[src/tlsp_pkg.sv]
// tlsp_pkg: types and constants for the tunnel line scroll parameter block
// no dependencies; used by the interfaces, the divider and the top level
`timescale 1ns / 1ps

package tlsp_pkg;

    localparam int WIDTH_W    = 9;
    localparam int FRAME_W    = 16;
    localparam int COLOR_W    = 12;
    localparam int BANK_W     = 3;
    localparam int OFFSET_W   = 13;
    localparam int FINE_W     = 8;
    localparam int PROD_W     = 25;
    localparam int PHASE_W    = 23;
    localparam int MAG_W      = 21;
    localparam int DIV_STEPS  = 3;
    localparam int DIV_STAGES = MAG_W / DIV_STEPS;
    localparam int HALF_SPAN  = 1280;

    typedef logic        [WIDTH_W-1:0]  t_width;
    typedef logic signed [FRAME_W-1:0]  t_frame;
    typedef logic        [COLOR_W-1:0]  t_color;
    typedef logic        [BANK_W-1:0]   t_bank;
    typedef logic        [OFFSET_W-1:0] t_offset;
    typedef logic        [FINE_W-1:0]   t_fine;
    typedef logic signed [PROD_W-1:0]   t_prod;
    typedef logic signed [PHASE_W-1:0]  t_phase;
    typedef logic        [MAG_W-1:0]    t_mag;

    typedef struct packed {
        t_mag    mag;
        t_width  rem;
        logic    qlsb;
        logic    neg;
        t_width  width;
        t_offset off;
        t_color  ca;
        t_color  cb;
    } t_div_item;

endpackage

[src/tlsp_if.sv]
// tlsp_if: valid/ready channels for line items and scroll result items
// depends on tlsp_pkg for field types
`timescale 1ns / 1ps

interface tlsp_in_if;
    logic              valid;
    logic              ready;
    tlsp_pkg::t_width  stripe_width;
    tlsp_pkg::t_frame  frame_number;
    tlsp_pkg::t_color  color_a;
    tlsp_pkg::t_color  color_b;

    modport source (output valid, output stripe_width, output frame_number,
                    output color_a, output color_b, input ready);
    modport sink   (input valid, input stripe_width, input frame_number,
                    input color_a, input color_b, output ready);
endinterface

interface tlsp_out_if;
    logic              valid;
    logic              ready;
    tlsp_pkg::t_bank   pattern_bank;
    tlsp_pkg::t_offset row_byte_offset;
    tlsp_pkg::t_fine   fine_shift;
    tlsp_pkg::t_color  color_first;
    tlsp_pkg::t_color  color_second;

    modport source (output valid, output pattern_bank, output row_byte_offset,
                    output fine_shift, output color_first, output color_second,
                    input ready);
    modport sink   (input valid, input pattern_bank, input row_byte_offset,
                    input fine_shift, input color_first, input color_second,
                    output ready);
endinterface

[src/tlsp_divider.sv]
// tlsp_divider: pipelined restoring divider, magnitude by stripe width
// depends on tlsp_pkg; each stage retires DIV_STEPS quotient bits
`timescale 1ns / 1ps

module tlsp_divider (
    input  logic                                i_clk,
    input  logic [tlsp_pkg::DIV_STAGES-1:0]     i_load,
    input  tlsp_pkg::t_div_item                 i_item,
    output tlsp_pkg::t_div_item                 o_item
);

    tlsp_pkg::t_div_item r_stage [tlsp_pkg::DIV_STAGES];
    tlsp_pkg::t_div_item n_stage [tlsp_pkg::DIV_STAGES];
    tlsp_pkg::t_div_item w_src   [tlsp_pkg::DIV_STAGES];

    assign w_src[0] = i_item;

    genvar j;
    generate
        for (j = 0; j < tlsp_pkg::DIV_STAGES; j++) begin : g_stage
            if (j > 0) begin : g_link
                assign w_src[j] = r_stage[j-1];
            end

            always_comb begin
                tlsp_pkg::t_div_item      cur;
                logic [tlsp_pkg::WIDTH_W:0] part;
                cur = w_src[j];
                for (int s = 0; s < tlsp_pkg::DIV_STEPS; s++) begin
                    part    = {cur.rem, cur.mag[tlsp_pkg::MAG_W-1]};
                    cur.mag = cur.mag << 1;
                    if (part >= {1'b0, cur.width}) begin
                        part     = part - {1'b0, cur.width};
                        cur.qlsb = 1'b1;
                    end else begin
                        cur.qlsb = 1'b0;
                    end
                    cur.rem = part[tlsp_pkg::WIDTH_W-1:0];
                end
                n_stage[j] = cur;
            end

            always_ff @(posedge i_clk) begin
                if (i_load[j]) begin
                    r_stage[j] <= n_stage[j];
                end
            end
        end
    endgenerate

    assign o_item = r_stage[tlsp_pkg::DIV_STAGES-1];

endmodule

[src/tunnel_line_scroll_params.sv]
// tunnel_line_scroll_params: per-line pattern bank, row offset, fine scroll and colours
// depends on tlsp_pkg, tlsp_if and tlsp_divider
//
//   channel  dir  handshake      payload
//   i_item   in   valid/ready    stripe_width, frame_number, color_a, color_b
//   o_item   out  valid/ready    pattern_bank, row_byte_offset, fine_shift,
//                                color_first, color_second
//
// one item per cycle sustained while the output is ready; stages in order: multiply,
// phase and magnitude, seven divider stages of three restoring steps, sign fix-up, output
// every stage has its own valid bit and a stall holds only the full stages
// behind the output, so bubbles close up and input keeps flowing
// synchronous active-low reset clears the valid bits only
`timescale 1ns / 1ps

module tunnel_line_scroll_params #(
    parameter int MIN_WIDTH = 168,
    parameter int ROW_BYTES = 48
) (
    input  logic        i_clk,
    input  logic        i_rst_n,
    tlsp_in_if.sink     i_item,
    tlsp_out_if.source  o_item
);

    localparam int DIV_FIRST = 2;
    localparam int FIX       = DIV_FIRST + tlsp_pkg::DIV_STAGES;
    localparam int OUT       = FIX + 1;
    localparam int NSTG      = OUT + 1;

    localparam tlsp_pkg::t_offset MIN_W = tlsp_pkg::t_offset'(MIN_WIDTH);
    localparam tlsp_pkg::t_offset ROW_B = tlsp_pkg::t_offset'(ROW_BYTES);

    logic [NSTG:0]   w_ready;
    logic [NSTG-1:0] r_vld;
    logic [NSTG-1:0] n_vld;

    // stage 0
    tlsp_pkg::t_prod   r_prod;
    tlsp_pkg::t_width  r_w0;
    tlsp_pkg::t_color  r_ca0;
    tlsp_pkg::t_color  r_cb0;
    tlsp_pkg::t_prod   n_prod;

    // stage 1
    tlsp_pkg::t_div_item r_div_in;
    tlsp_pkg::t_div_item n_div_in;
    tlsp_pkg::t_div_item w_div_out;

    // fix-up stage
    tlsp_pkg::t_width  r_rem_f;
    logic              r_odd_f;
    tlsp_pkg::t_offset r_off_f;
    tlsp_pkg::t_color  r_ca_f;
    tlsp_pkg::t_color  r_cb_f;
    tlsp_pkg::t_width  n_rem_f;
    logic              n_odd_f;

    // output stage
    tlsp_pkg::t_bank   r_bank;
    tlsp_pkg::t_offset r_offset;
    tlsp_pkg::t_fine   r_fine;
    tlsp_pkg::t_color  r_first;
    tlsp_pkg::t_color  r_second;

    // ready ripples back from the output, a stage moves when empty or draining
    always_comb begin
        w_ready[NSTG] = o_item.ready;
        for (int k = NSTG - 1; k >= 0; k--) begin
            w_ready[k] = !r_vld[k] || w_ready[k+1];
        end
    end

    assign n_vld = {r_vld[NSTG-2:0], i_item.valid};

    always_ff @(posedge i_clk) begin
        if (!i_rst_n) begin
            r_vld <= '0;
        end else begin
            for (int k = 0; k < NSTG; k++) begin
                if (w_ready[k]) begin
                    r_vld[k] <= n_vld[k];
                end
            end
        end
    end

    assign i_item.ready = w_ready[0];

    // stage 0: width times frame
    assign n_prod = tlsp_pkg::t_prod'($signed({1'b0, i_item.stripe_width}))
                  * tlsp_pkg::t_prod'(i_item.frame_number);

    always_ff @(posedge i_clk) begin
        if (w_ready[0]) begin
            r_prod <= n_prod;
            r_w0   <= i_item.stripe_width;
            r_ca0  <= i_item.color_a;
            r_cb0  <= i_item.color_b;
        end
    end

    // stage 1: phase, sign and magnitude, row base
    always_comb begin
        tlsp_pkg::t_phase phase;
        phase = tlsp_pkg::t_phase'(r_prod >>> 3)
              - tlsp_pkg::t_phase'(tlsp_pkg::HALF_SPAN);
        n_div_in.neg   = phase[tlsp_pkg::PHASE_W-1];
        n_div_in.mag   = phase[tlsp_pkg::PHASE_W-1] ? tlsp_pkg::t_mag'(-phase)
                                                    : tlsp_pkg::t_mag'(phase);
        n_div_in.rem   = '0;
        n_div_in.qlsb  = 1'b0;
        n_div_in.width = r_w0;
        n_div_in.off   = (tlsp_pkg::t_offset'(r_w0) - MIN_W) * ROW_B;
        n_div_in.ca    = r_ca0;
        n_div_in.cb    = r_cb0;
    end

    always_ff @(posedge i_clk) begin
        if (w_ready[1]) begin
            r_div_in <= n_div_in;
        end
    end

    tlsp_divider u_divider (
        .i_clk  (i_clk),
        .i_load (w_ready[DIV_FIRST +: tlsp_pkg::DIV_STAGES]),
        .i_item (r_div_in),
        .o_item (w_div_out)
    );

    // fix-up: non-negative remainder and floor quotient parity
    always_comb begin
        logic adjust;
        adjust  = w_div_out.neg && (w_div_out.rem != '0);
        n_rem_f = adjust ? (w_div_out.width - w_div_out.rem) : w_div_out.rem;
        n_odd_f = w_div_out.qlsb ^ adjust;
        if (w_div_out.width == '0) begin
            n_rem_f = '0;
            n_odd_f = 1'b0;
        end
    end

    always_ff @(posedge i_clk) begin
        if (w_ready[FIX]) begin
            r_rem_f <= n_rem_f;
            r_odd_f <= n_odd_f;
            r_off_f <= w_div_out.off;
            r_ca_f  <= w_div_out.ca;
            r_cb_f  <= w_div_out.cb;
        end
    end

    // output register
    always_ff @(posedge i_clk) begin
        if (w_ready[OUT]) begin
            r_bank   <= r_rem_f[2:0];
            r_offset <= r_off_f + tlsp_pkg::t_offset'({r_rem_f[8:7], 1'b0});
            r_fine   <= {~r_rem_f[6:3], ~r_rem_f[6:3]};
            r_first  <= r_odd_f ? r_cb_f : r_ca_f;
            r_second <= r_odd_f ? r_ca_f : r_cb_f;
        end
    end

    assign o_item.valid           = r_vld[OUT];
    assign o_item.pattern_bank    = r_bank;
    assign o_item.row_byte_offset = r_offset;
    assign o_item.fine_shift      = r_fine;
    assign o_item.color_first     = r_first;
    assign o_item.color_second    = r_second;

    // input held off only when every stage is full
    a_stall_full: assert property (@(posedge i_clk) disable iff (!i_rst_n)
        !w_ready[0] |-> (&r_vld))
        else $error("input stalled with an empty stage");

    // divider remainder below the width
    a_rem_range: assert property (@(posedge i_clk) disable iff (!i_rst_n)
        (r_vld[FIX-1] && (w_div_out.width != '0)) |-> (w_div_out.rem < w_div_out.width))
        else $error("divider remainder not below width");

    // items in flight change only by accepts in and out
    a_count: assert property (@(posedge i_clk) disable iff (!i_rst_n)
        $past(i_rst_n) |->
            ($countones(r_vld) == $countones($past(r_vld))
                + $past(i_item.valid && i_item.ready)
                - $past(o_item.valid && o_item.ready)))
        else $error("item lost or repeated in pipeline");

endmodule
[src/flat_wrapper.sv]
// flat-port wrapper written by rule: the top's interface ports become plain ports
module tunnel_line_scroll_params_flat 
#(
    parameter int MIN_WIDTH = 168,
    parameter int ROW_BYTES = 48
)
  (i_clk, i_rst_n, i_item_valid, i_item_stripe_width, i_item_frame_number, i_item_color_a, i_item_color_b, i_item_ready, o_item_valid, o_item_pattern_bank, o_item_row_byte_offset, o_item_fine_shift, o_item_color_first, o_item_color_second, o_item_ready);
  tlsp_in_if i_item_i ();
  tlsp_out_if o_item_i ();
  input  logic i_clk;
  input  logic i_rst_n;
  input wire logic [$bits(i_item_i.valid)-1:0] i_item_valid;
  input wire logic [$bits(i_item_i.stripe_width)-1:0] i_item_stripe_width;
  input wire logic [$bits(i_item_i.frame_number)-1:0] i_item_frame_number;
  input wire logic [$bits(i_item_i.color_a)-1:0] i_item_color_a;
  input wire logic [$bits(i_item_i.color_b)-1:0] i_item_color_b;
  output wire logic [$bits(i_item_i.ready)-1:0] i_item_ready;
  output wire logic [$bits(o_item_i.valid)-1:0] o_item_valid;
  output wire logic [$bits(o_item_i.pattern_bank)-1:0] o_item_pattern_bank;
  output wire logic [$bits(o_item_i.row_byte_offset)-1:0] o_item_row_byte_offset;
  output wire logic [$bits(o_item_i.fine_shift)-1:0] o_item_fine_shift;
  output wire logic [$bits(o_item_i.color_first)-1:0] o_item_color_first;
  output wire logic [$bits(o_item_i.color_second)-1:0] o_item_color_second;
  input wire logic [$bits(o_item_i.ready)-1:0] o_item_ready;
  assign i_item_i.valid = i_item_valid;
  assign i_item_i.stripe_width = i_item_stripe_width;
  assign i_item_i.frame_number = i_item_frame_number;
  assign i_item_i.color_a = i_item_color_a;
  assign i_item_i.color_b = i_item_color_b;
  assign i_item_ready = i_item_i.ready;
  assign o_item_valid = o_item_i.valid;
  assign o_item_pattern_bank = o_item_i.pattern_bank;
  assign o_item_row_byte_offset = o_item_i.row_byte_offset;
  assign o_item_fine_shift = o_item_i.fine_shift;
  assign o_item_color_first = o_item_i.color_first;
  assign o_item_color_second = o_item_i.color_second;
  assign o_item_i.ready = o_item_ready;
  tunnel_line_scroll_params #(.MIN_WIDTH(MIN_WIDTH), .ROW_BYTES(ROW_BYTES)) u_core (.i_clk(i_clk), .i_rst_n(i_rst_n), .i_item(i_item_i), .o_item(o_item_i));
endmodule
[config.mk]
export PLATFORM = sky130hd
export DESIGN_NAME = tunnel_line_scroll_params_flat
export DESIGN_NICKNAME = d
export VERILOG_FILES = /design/src/tlsp_pkg.sv /design/src/tlsp_if.sv /design/src/tlsp_divider.sv /design/src/tunnel_line_scroll_params.sv /design/src/flat_wrapper.sv
export SDC_FILE = /design/constraint.sdc
export NUM_CORES = 1
export LEC_CHECK = 0
export ABC_AREA = 1
export BUFFER_PORTS_ARGS = -buffer_cell sky130_fd_sc_hd__buf_2
export CAP_MARGIN = 20
export CORE_ASPECT_RATIO = 1.2
export CORE_MARGIN = 1.5
export CORE_UTILIZATION = 45
export DETAILED_ROUTE_END_ITERATION = 7
export GPL_TIMING_DRIVEN = 0
export PLACE_DENSITY_LB_ADDON = 0.2
export SLEW_MARGIN = 20
export SYNTH_ARGS = -nofsm -noshare
export SYNTH_HDL_FRONTEND = slang
export SYNTH_SLANG_ARGS = --single-unit
export TNS_END_PERCENT = 100
[constraint.sdc]
create_clock -name i_clk -period 11.1 [get_ports i_clk]
set_input_delay 1.11 -clock i_clk [delete_from_list [all_inputs] [get_ports i_clk]]
set_output_delay 1.11 -clock i_clk [all_outputs]
set_load 0.01 [all_outputs]
# Word-level counts from Yosys, hierarchy flattened
# Memory sizes are Yosys's and may differ from the RTL's.
# Index checks and enable logic that the tools add are counted.
dict set report word_totals {
  mem_count 1
  register_bits 228
  output_inout_bits 50
  ram_bits 525
  inputBits 53
}
dict set report op_classes {
  n_mux 46
  add_sub_neg 26
  order_cmp 21
  multipliers 2
  bitwise 2
  reduce_logical 25
}
# name depth width rd rd_clocked_by_memory_dff write_ports line
set memory_table {}
lappend memory_table {u_core.u_divider.r_stage 7 75 7 0 7 tlsp_divider.sv:12} ;# tlsp_pkg::t_div_item r_stage [tlsp_pkg::DIV_STAGES];
# op n
set ops {}
lappend ops {{10-bit by 9-bit >= comparator with 1-bit output} 20}
lappend ops {{9-bit 2-to-1 mux} 22}
lappend ops {{9-bit subtractor} 21}
lappend ops {{10-bit by 16-bit multiplier with 25-bit output} 1}
lappend ops {{12-bit 2-to-1 mux} 2}
lappend ops {{22-bit by 12-bit subtractor with 23-bit output, second input constant} 1}
lappend ops {{1-bit 2-to-1 mux} 21}
lappend ops {{21-bit 2-to-1 mux} 1}
lappend ops {{21-bit negation} 1}
lappend ops {{13-bit by 3-bit adder with 13-bit output} 1}
lappend ops {{13-bit by 2-bit multiplier with 9-bit output, second input constant} 1}
lappend ops {{1-bit logical NOT} 11}
lappend ops {{1-bit logical OR} 11}
lappend ops {{9-bit by 8-bit subtractor with 10-bit output, second input constant} 1}
lappend ops {{1-bit by 9-bit >= comparator with 1-bit output} 1}
lappend ops {{9-bit logical NOT} 1}
lappend ops {{9-bit nonzero test} 1}
lappend ops {{1-bit by 9-bit subtractor with 9-bit output} 1}
lappend ops {{4-bit inverter} 1}
lappend ops {{1-bit logical AND} 1}
lappend ops {{1-bit XOR} 1}

# Longest topological paths before layout
dict set report logic_depth {
  word_depth 12
  ltp_mapped 36
}

# By module
# Synthesis repeated with hierarchy kept, for this count alone.
dict set report hier_totals {
  cells_unflattened 3860
  area_unflattened_um2 39651.8
}
# mod instances area_each_um2 cells_per_inst seq_area_each_um2
set modules_own_cells {}
lappend modules_own_cells {tlsp_divider 1 25221.7 2453 13693.1}
lappend modules_own_cells {tunnel_line_scroll_params 1 14430.1 1407 6496.2}

# Least setup slack after synthesis
# OpenSTA, ideal clock, no wires.
dict set report synth_timing {
  path_type {input -> output}
  start {input port o_item_ready}
  end {output port i_item_ready}
  stages 8
  arrival_ns 8.708
  setup_slack_ns 1.282
  path_cell_list {inv_1 > nand4_1 > nor2_2 > nand4_1 > nor2_2 > nand2_1 > nor2_2 > nand2_1}
}
dict set report synth_between {
  elab_chain_cells 11
}
# item line
set synth_rtl {}
lappend synth_rtl {{from (decl)} flat_wrapper.sv:24} ;# input wire logic [$bits(o_item_i.ready)-1:0] o_item_ready;
lappend synth_rtl {{1-bit logical OR (3 in series)} tunnel_line_scroll_params.sv:70} ;# w_ready[k] = !r_vld[k] || w_ready[k+1];
lappend synth_rtl {{net u_core.u_divider.i_load, one bit} tlsp_divider.sv:7} ;# input logic [tlsp_pkg::DIV_STAGES-1:0] i_load,
lappend synth_rtl {{1-bit logical OR (4 in series)} tunnel_line_scroll_params.sv:70}
lappend synth_rtl {{net u_core.u_divider.i_load, one bit} tlsp_divider.sv:7}
lappend synth_rtl {{1-bit logical OR (2 in series)} tunnel_line_scroll_params.sv:70}
lappend synth_rtl {{net u_core.u_divider.i_load, one bit} tlsp_divider.sv:7}
lappend synth_rtl {{1-bit logical OR (2 in series)} tunnel_line_scroll_params.sv:70}
lappend synth_rtl {{to (decl)} flat_wrapper.sv:17} ;# output wire logic [$bits(i_item_i.ready)-1:0] i_item_ready;
# The timed path passes the listed nets, and every way through them passes these cells.

# Final worst setup path
dict set report layout_timing {
  start {input port i_item_stripe_width[6]}
  end {register u_core.r_prod[24] (data pin)}
}
dict set report layout_between {
  elab_chain_cells 1
}
# item line
set layout_rtl {}
lappend layout_rtl {{from (decl)} flat_wrapper.sv:13} ;# input wire logic [$bits(i_item_i.stripe_width)-1:0] i_item_stripe_width;
lappend layout_rtl {{10-bit by 16-bit multiplier with 25-bit output} tunnel_line_scroll_params.sv:92} ;# * tlsp_pkg::t_prod'(i_item.frame_number);
lappend layout_rtl {{net u_core.n_prod[24]} tunnel_line_scroll_params.sv:43} ;# tlsp_pkg::t_prod n_prod;
lappend layout_rtl {{to (signal assigned)} tunnel_line_scroll_params.sv:96} ;# r_prod <= n_prod;
lappend layout_rtl {{to (decl)} tunnel_line_scroll_params.sv:39} ;# tlsp_pkg::t_prod r_prod;
# The timed path passes the listed nets, and every way through them passes these cells.
# A chain may end at the register's enable or synchronous reset.

==> out/summary.txt <==
ys flop type - edfxtp_1
Sink Count - 635
nets - 4294
Ys Warns - 0
CTS tree - yes
vias post-DR - 24330
Crit path largest cell delay - 0.53 ns
Max-Slew Margin vs Limit - 0.5309
CP max-delay cell - fa_1
first-pass GRT wire length - 122.0 mm
CP Buf/Inv Count - 5
# rows - 115
I/O Buffers - 84
DP HPWL - 58.60 mm
Max Clock Skew - 0.02736 ns
sequential fraction of the synthesis area - 0.5048
clk root buf - clkbuf_16
io pins - 103
Fin. Hold Viols - 0
WHS Path Cells - 0
DR WL/cell - 14.80 microns
hold path endpoint - u_core.u_divider.r_stage[5][16]$_DFFE_PP_
f_max - 0.1664 GHz
Crit path top cell by count - fa_1
post-route DRC violation count - 0
CP cell instances - buf_2, clkbuf_1, clkbuf_1, nand2_1, fa_1, fa_1, inv_1, fa_1, fa_1, fa_1, ha_1, inv_1, o21ai_0, a31oi_1, o21ai_0, nand2_1, nand3_1, xnor2_1
fin crit period - 6.009 ns
R2R setup slack - 5.31 ns
ANT cells - 0
RSZ-0062 raised after global routing - false
Critical Path Fanout Max - 10
worst r2r path cells - 31
post-cts sizing count - 0
setup bufs post-CTS - 0
Min-Delay Startpoint - u_core.u_divider.r_stage[4][16]$_DFFE_PP_
# Max-Cap Violations - 0
synthesis-stage register bit count - 635
clk slew on worst S/H paths - 0.07 ns
Mapped Cells - 3677
Syn-to-layout area delta - 11.83%
width of the die - 266.7 microns
commonest cells after routing, fill and taps aside - nand2_1 (930), edfxtp_1 (624), inv_1 (597)
largest net degree at the start of global routing - 55
DRT Wirelength - 74.18 mm
reg2reg start - u_core.u_divider.r_stage[0][74]$_DFFE_PP_
final setup fails - 0
initial antenna violation count - 1
hold crit path type - reg -> reg
Crit. End Element - register
# fillers - 7546
Placeable Area - 82300 sq um
Overflow after GRT - 0
Antenna Violating Nets Remaining - 0
First DRT Iteration DRCs - 1251
critical path type - in -> reg
Yosys cell types - 51
Synth Cell Area - 37560 sq um
maximum clock path buffer count - 3
starting density of the core - 0.4563
CTS H-Tree Depth - 3
Startpoint Class - input pin
Final Hold Slack - 0.3980 ns
leading cell type in the layout, fill and taps excluded - nand2_1
Max Slew Vio Count - 0
die area - 85210 sq um
total CTS buffers - 68
Data required, critical path - 11.46 ns
FFs w/ async S/R, synth - 0
vias per cell - 4.855
Pre-Repair DR Iteration Count - 5
measured slew at the worst slew-check pin - 0.7037 ns
vias in the first global route - 24500
synthesized area per cell - 10.21 sq um
FF-to-FF End - u_core.u_divider.r_stage[1][54]$_DFFE_PP_
final period utilization - 0.5413
CP arrival - 6.37 ns
Die Ht - 319.5 microns
layout cells sized above 1 - 0.09895
hold buffer count at cts - 0
routability cong. - 0.8990
Top delay family on crit path - adder cells
outcome - finished clean
GRT Util Overall - 0.1790
Clock Latency Late Sink - 0.61 ns
Post-synth EDFFs - 624
==> flip-flops by register name (all words and copies together), names as in the netlist <==
name	flops
u_core.o_item.color_first	12
u_core.o_item.color_second	12
u_core.o_item.fine_shift	4
u_core.o_item.pattern_bank	3
u_core.o_item.row_byte_offset	11
u_core.r_ca0	12
u_core.r_ca_f	12
u_core.r_cb0	12
u_core.r_cb_f	12
u_core.r_div_in	63
u_core.r_odd_f	1
u_core.r_off_f	9
u_core.r_prod	22
u_core.r_rem_f	9
u_core.r_vld	11
u_core.r_w0	9
u_core.u_divider.r_stage	421
==> metal layers <==
layer	track usage	wire length, microns
met5	0	13
met4	0.06856	2529
met3	0.02079	2053
met2	0.3345	39060
met1	0.2073	30520
==> layout make-up <==
| class | count | area [sq um] | area share |
|---|---|---|---|
| inverters | 609 | 2293 | 0.05461 |
| repair buffers | 100 | 669.4 | 0.01594 |
| flip-flops and latches | 635 | 18960 | 0.4514 |
| clock inverters | 47 | 568.0 | 0.01353 |
| clock buffers | 76 | 1753 | 0.04174 |
| well taps | 1111 | 1390 | 0.03310 |
| plain buffers | 59 | 331.6 | 0.007895 |
| multi-input cells | 2375 | 16030 | 0.3818 |
==> synth_stat cells, drive strengths merged, types with 15 or more instances <==
| cell | number | area [sq um] |
|---|---|---|
| nand2 | 965 | 3725 |
| fa | 141 | 2823 |
| buf | 23 | 196.4 |
| nand4 | 47 | 294.0 |
| xor2 | 114 | 998.5 |
| nor3 | 18 | 101.4 |
| clkbuf | 36 | 135.1 |
| edfxtp | 624 | 18740 |
| nand3 | 168 | 963.4 |
| o21ai | 132 | 799.5 |
| inv | 608 | 2282 |
| nor2 | 191 | 885.9 |
| or2 | 15 | 93.84 |
| a21oi | 176 | 918.4 |
| a21o | 16 | 120.1 |
| a31oi | 16 | 100.1 |
| ha | 252 | 3153 |
| xnor2 | 69 | 604.3 |
==> how the worst max path moves through the flow <==
stage / from / depth (start not counted) / endpoint
floorplan: o_item_ready / 8 / i_item_ready
global placement: o_item_ready / 10 / i_item_ready
finish: i_item_stripe_width[6] / 18 / u_core.r_prod[24]$_DFFE_PP_
CTS: i_item_stripe_width[2] / 20 / u_core.r_prod[23]$_DFFE_PP_
global route: i_item_stripe_width[2] / 20 / u_core.r_prod[17]$_DFFE_PP_
detailed placement: i_item_stripe_width[2] / 20 / u_core.r_prod[23]$_DFFE_PP_
==> per-stage QoR <==
stage	setup slack, ns	instance area [sq um]	TNS (ns)	std cells	utilization
floorplan	1.282	37560	0	3678	-
global placement	-2.872	39370	-198.89	4873	0.4784
detailed placement	4.451	39680	0	4889	0.4821
CTS	5.101	42000	0	5012	0.5103
global route	4.736	42000	0	5012	0.5103
finish	5.091	42000	0	5012	0.5103
==> worst reg2reg max path, delay by kind of cell (launching register included) <==
family	cells	cell delay [ns]
AOI/OAI and AO/OA	6	1.25
and+or+nand+nor	17	1.96
DFF	1	0.42
adders and majority gates	4	1.39
buffers and inverters	4	0.53
==> cells by family after synthesis <==
family | Yosys count | synth area share
adders and majority gates | 393 | 0.1591
AOI/OAI and AO/OA | 376 | 0.05900
and+or+nand+nor | 1421 | 0.1646
buffers and inverters | 668 | 0.06970
DFF | 635 | 0.5048
other | 1 | 0.00009985
xor gates and xnor gates | 183 | 0.04268
Power is not shown: default switching activity piles up to over one toggle a cycle in this logic, so the estimate is an artifact.
